$ cat config.mk
export PLATFORM = sky130hd
export DESIGN_NAME = sidt_cell
export DESIGN_NICKNAME = d
export VERILOG_FILES = /design/src/rtl/sidt_pkg.sv /design/src/rtl/sidt_cell.sv
export SDC_FILE = /design/constraint.sdc
export NUM_CORES = 1
export LEC_CHECK = 0
export ABC_CLOCK_PERIOD_IN_PS = 2500
export BUFFER_PORTS_ARGS = -buffer_cell sky130_fd_sc_hd__clkbuf_2
export CORE_MARGIN = 3
export CORE_UTILIZATION = 41
export CTS_BUF_LIST = sky130_fd_sc_hd__clkbuf_16
export DETAILED_ROUTE_END_ITERATION = 12
export PLACE_DENSITY = 0.81
export SYNTH_ARGS = -nofsm -noshare
export SYNTH_HDL_FRONTEND = slang
export SYNTH_SLANG_ARGS = --single-unit
export TNS_END_PERCENT = 10
$ cat constraint.sdc
create_clock -name clk -period 2.5 [get_ports clk]
set_clock_uncertainty 0.2 [all_clocks]
set_input_delay 0.25 -clock clk [delete_from_list [all_inputs] [get_ports clk]]
set_output_delay 0.25 -clock clk [all_outputs]
set_load 0.02 [all_outputs]
$ cat src/rtl/sidt_pkg.sv
package sidt_pkg;

  localparam int OP_W     = 2;
  localparam int KEY_W    = 32;
  localparam int HANDLE_W = 32;
  localparam int STATUS_W = 2;
  localparam int OCC_W    = 9;
  localparam int CNT_W    = 64;
  localparam int LIMIT_W  = 9;

  localparam logic [OP_W-1:0] OP_INSERT = 2'd0;
  localparam logic [OP_W-1:0] OP_LOOKUP = 2'd1;
  localparam logic [OP_W-1:0] OP_REMOVE = 2'd2;

  localparam logic [STATUS_W-1:0] STAT_OK      = 2'd0;
  localparam logic [STATUS_W-1:0] STAT_FULL    = 2'd1;
  localparam logic [STATUS_W-1:0] STAT_NOMATCH = 2'd2;

  typedef struct packed {
    logic cmp_en;
    logic load_en;
    logic shift_en;
  } cell_ctl_t;

endpackage

$ cat src/rtl/sidt_cell.sv
module sidt_cell (
  input  logic                      clk,
  input  logic                      rst_n,
  input  sidt_pkg::cell_ctl_t       ctl,
  input  logic [sidt_pkg::KEY_W-1:0]    cmp_key,
  input  logic [sidt_pkg::KEY_W-1:0]    wr_key,
  input  logic [sidt_pkg::HANDLE_W-1:0] wr_handle,
  input  logic [sidt_pkg::KEY_W-1:0]    nb_key,
  input  logic [sidt_pkg::HANDLE_W-1:0] nb_handle,
  input  logic                      nb_valid,
  output logic [sidt_pkg::KEY_W-1:0]    key,
  output logic [sidt_pkg::HANDLE_W-1:0] handle,
  output logic                      valid,
  output logic                      match
);
  import sidt_pkg::*;

  logic [KEY_W-1:0]    key_r;
  logic [HANDLE_W-1:0] handle_r;
  logic                valid_r;
  logic                match_r;

  always_ff @(posedge clk) begin
    if (ctl.load_en) begin
      key_r    <= wr_key;
      handle_r <= wr_handle;
    end else if (ctl.shift_en) begin
      key_r    <= nb_key;
      handle_r <= nb_handle;
    end
  end

  always_ff @(posedge clk) begin
    if (!rst_n) begin
      valid_r <= 1'b0;
      match_r <= 1'b0;
    end else begin
      if (ctl.load_en) begin
        valid_r <= 1'b1;
      end else if (ctl.shift_en) begin
        valid_r <= nb_valid;
      end
      if (ctl.cmp_en) begin
        match_r <= valid_r && (key_r == cmp_key);
      end
    end
  end

  assign key    = key_r;
  assign handle = handle_r;
  assign valid  = valid_r;
  assign match  = match_r;

endmodule

# ---- Yosys cells after proc, flatten, opt, wreduce, memory -nomap -nowiden
# Cells that the tools add are included.
dict set report op_classes {
  n_mux 6
  n_reduce_logical 2
  eq_ne 1
}
# operator count
set op_table {}
lappend op_table {{32-bit 2-to-1 mux} 4}
lappend op_table {{32-bit equality test} 1}
lappend op_table {{1-bit 2-to-1 mux} 2}
lappend op_table {{2-bit nonzero test} 1}
lappend op_table {{1-bit logical AND} 1}
dict set report word_totals {
  output_inout_bits 66
  regBits 66
  elab_cells 13
  in_bits 166
}

# ---- Longest topological paths before layout
dict set report logic_depth {
  ltp_word 2
  depth_mapped 5
  depth_no_buf 5
}

# ---- Worst setup path after synthesis
# OpenSTA, ideal clock, no wires.
dict set report synth_timing {
  kind {input to register}
  start {input port ctl[1] (netlist name)}
  end {register handle_r[0] (netlist: handle[0]), enable pin}
  n_path_buf 2
  arrival_ns 1.398
  setup_slack_ns 0.508
  path_stages 3
  path_cell_list {buf_4 buf_6 or2_2}
}
dict set report synth_via {
  elab_chain_cells 1
}
# element line
set synth_rtl {}
lappend synth_rtl {{from (decl)} sidt_cell.sv:4} ;# input sidt_pkg::cell_ctl_t ctl,
lappend synth_rtl {{2-bit nonzero test (no source line)} --}
lappend synth_rtl {{to (signal assigned)} sidt_cell.sv:26} ;# handle_r <= wr_handle;
lappend synth_rtl {{to (signal assigned)} sidt_cell.sv:29} ;# handle_r <= nb_handle;
lappend synth_rtl {{to (decl)} sidt_cell.sv:19} ;# logic [HANDLE_W-1:0] handle_r;
# Every way passes these cells.
# A chain may end at the register's enable or synchronous reset.

# ---- Worst setup path in the final report
dict set report layout_timing {
  start {register key_r[24] (netlist: key[24])}
  end {register match_r (netlist: match)}
}
dict set report layout_via {
  elab_chain_cells 2
}
# element line
set layout_rtl {}
lappend layout_rtl {{from (decl)} sidt_cell.sv:18} ;# logic [KEY_W-1:0] key_r;
lappend layout_rtl {{from (signal assigned)} sidt_cell.sv:25} ;# key_r <= wr_key;
lappend layout_rtl {{from (signal assigned)} sidt_cell.sv:28} ;# key_r <= nb_key;
lappend layout_rtl {{32-bit equality test} sidt_cell.sv:44} ;# match_r <= valid_r && (key_r == cmp_key);
lappend layout_rtl {{1-bit logical AND} sidt_cell.sv:44}
lappend layout_rtl {{to (signal assigned)} sidt_cell.sv:44}
lappend layout_rtl {{to (decl)} sidt_cell.sv:21} ;# logic match_r;
# Every way passes these cells.

==> impl_metrics.tcl <==
set metrics [dict create \
    status "finished clean" \
    cts_tree "built" \
    worst_hold_check_path_type "input port to flip-flop" \
    worst-setup-path-type "flip-flop to flip-flop" \
    detailed_place_hpwl_um 6810 \
    ff2ff_setup_slack_ns 0.92 \
    worst-path-max-fanout 2 \
    post_synth_instance_area_um2 3130 \
    grt_antenna_before_repair 0 \
    post-route-worst-setup-slack_ns 0.916 \
    ctsLongestPathBuffers 2 \
    floorplan.die.width_um 93.4 \
    critPathBufInv 0 \
    critical_path.cell_chain "xnor2_1 -> nand4_1 -> nor4_1 -> nand3_1 -> nand2_1" \
    number_of_violations_reported_at_the_end_of_detailed_routing_iteration_0 110 \
    timing.critical_path.slowest_stage_cell "sky130_fd_sc_hd__nor4_1" \
    period_minus_slack_ns 1.58 \
    postSynthNetCount 352 \
    drt_drc_violations_left 0 \
    synth-warning-count 0 \
    first_global_vias 2676 \
    final_util_pct 63.8 \
    seq_area_frac_synth_pct 62.6 \
    cts.sinks 66 \
    grt_pass1_wl_um 12400 \
    arrival_ns 1.64 \
    tritoncts.num_buffers 9 \
    power.density_nw_per_um2 685 \
    clockRootBuffer "sky130_fd_sc_hd__clkbuf_16" \
    place_worst_setup_slack_ns 0.822 \
    portBuffers 231 \
    via_count 2480 \
    cts.repair_timing.setup_buffer_count 0 \
    place.gp.congestion 0.726 \
    timing.critical_path.slowest_cell_delay_ns 0.42 \
    globalRouteMet1Util_pct 18.8 \
    syn_to_final_growth_pct 49.1 \
    share_of_the_cycle_needed_by_the_critical_path_after_routing_pct 63.4 \
    global_route.peak_usage_layer "met2" \
    slew_headroom_pct 68.2 \
    critPathRequiredTime_ns 2.56 \
    met2_usage_in_global_routing_pct 35.3 \
    critPathTopFamily "simple AND/OR/NAND/NOR gates" \
    endpoint_type_of_the_worst_setup_path "flip-flop" \
    floorplan.initialDensity_pct 42.8 \
    route.detailed.wl_per_inst_um 15.6 \
    floorplan.rows 31 \
    synth_cell_type_count 16 \
    core-area_um2 7330 \
    postCtsResizedCells 0 \
    route.detailed.vias_per_inst 4.68 \
    setup_total_negative_slack_ns 0 \
    globalRouteMet3Util_pct 6.11 \
    largest_net_degree_at_the_start_of_global_routing 37 \
    ys_seq_elements 66 \
    die-height_um 93.4 \
    type_of_origin_of_the_critical_path "flip-flop" \
    drive_above_1_share_pct 72.6 \
    achievable-frequency_ghz 0.631 \
    cts-hold-fix-buffers 1 \
    timing.final.setup_violations 0 \
    power.static_leakage_nw 2.14 \
    report.final.hold_viol_count 0 \
    floorplan.io_pins 232 \
    max_slew.worst_pin.slew_ns 0.477 \
    global_route.usage.total_pct 18.7 \
    drt_pass1_iterations 5 \
    drt-total-wl_um 8250 \
    grt.overflow.total 0 \
    clk_pin_slew_ns 0.05 \
    insertedDiodeCount 0 \
    cap_viol_max_count 0 \
    final_max_slew_viol_count 0 \
    worst_ir_drop_vdd_mv 0.396 \
    syn-instance-count 186 \
    clk-insertion-delay-late_ns 0.32 \
    antenna_violating_nets_post_route 0 \
    die_area_um2 8730 \
    cts.htree.levels 3 \
    postSynthAreaPerCell_um2 16.9 \
    nets 593 \
    grt_setup_unrepaired "false" \
]
[worst paths after layout]
path | startpoint | end | depth (start not counted)
worst max register to register | key[24] | match | 5
worst max-delay path | key[24] | match | 5
worst min register to register | match | match | 2
worst min-delay path | wr_handle[22] | handle[22] | 2
[report_power, final]
group	switching [mW]	internal, mW	total [mW]
Combinational	0.324	0.298	0.622
Clock	0.415	0.749	1.16
Sequential	0.0575	1.36	1.41
Total	0.797	2.40	3.20
[metal layers]
metal	share of wire [%]	wire length, um
met3	11	912
met4	1.6	136
met1	34	2770
met2	54	4430
met5	0	0
[sequential cells by signal (all words and copies together) (netlist names)]
name,cells
match,1
valid,1
handle,32
key,32
[cells by family after synthesis]
| group | count (synthesis) | share of synthesized area (%) |
|---|---|---|
| and+or+nand+nor | 15 | 2.87 |
| xor gates and xnor gates | 32 | 8.94 |
| DFF | 66 | 62.6 |
| AOI/OAI and AO/OA | 1 | 0.240 |
| muxes | 65 | 23.4 |
| buffers and inverters | 7 | 2.00 |
[Yosys cell counts (all sizes together)]
cell type,instances,area [um2]
buf,7,62.6
dfxtp,2,40.0
edfxtp,64,1920
mux2,65,732
nand2,1,3.75
nand3,1,5.00
nand3b,1,7.51
nand4,8,50.1
nor3,1,5.00
nor4,2,12.5
o21a,1,7.51
or2,1,6.26
xnor2,29,254
xor2,3,26.3
[final cells by class]
type	count	area, um2
Multi-Input combinational cell	113	1110
Fill cell	581	2660
Clock inverter	6	50.0
Sequential cell	66	1960
Timing Repair Buffer	237	1200
Clock buffer	9	225
Tap cell	99	124
[layout by cell type, fill, tap and decap left out, drive strengths merged]
cell type    synthesis  layout
nand3b               1       1
o21a                 1       1
or2                  1       1
nand4                8       8
nor4                 2       2
xnor2               29      29
nand2                1       1
inv                  0       1
buf                  7       5
nand3                1       1
clkbuf               0     240
mux2                65      65
bufinv               0       1
xor2                 3       3
dfxtp                2       2
clkinv               0       4
edfxtp              64      64
nor3                 1       1
dlygate4sd3          0       1
[metrics by stage]
stage                     instance area (um2)  hold WS (ns)  power, mW  instances
after floorplan                          3130         0.167       1.78        186
after global placement                   4390         0.300       2.05        514
after detailed placement                 4390         0.293       2.07        514
after CTS                                4670        0.0243       3.24        530
after global routing                     4670        0.0301       3.34        530
final                                    4670        0.0325       3.20        530
Power figures use the tool's default switching activity.
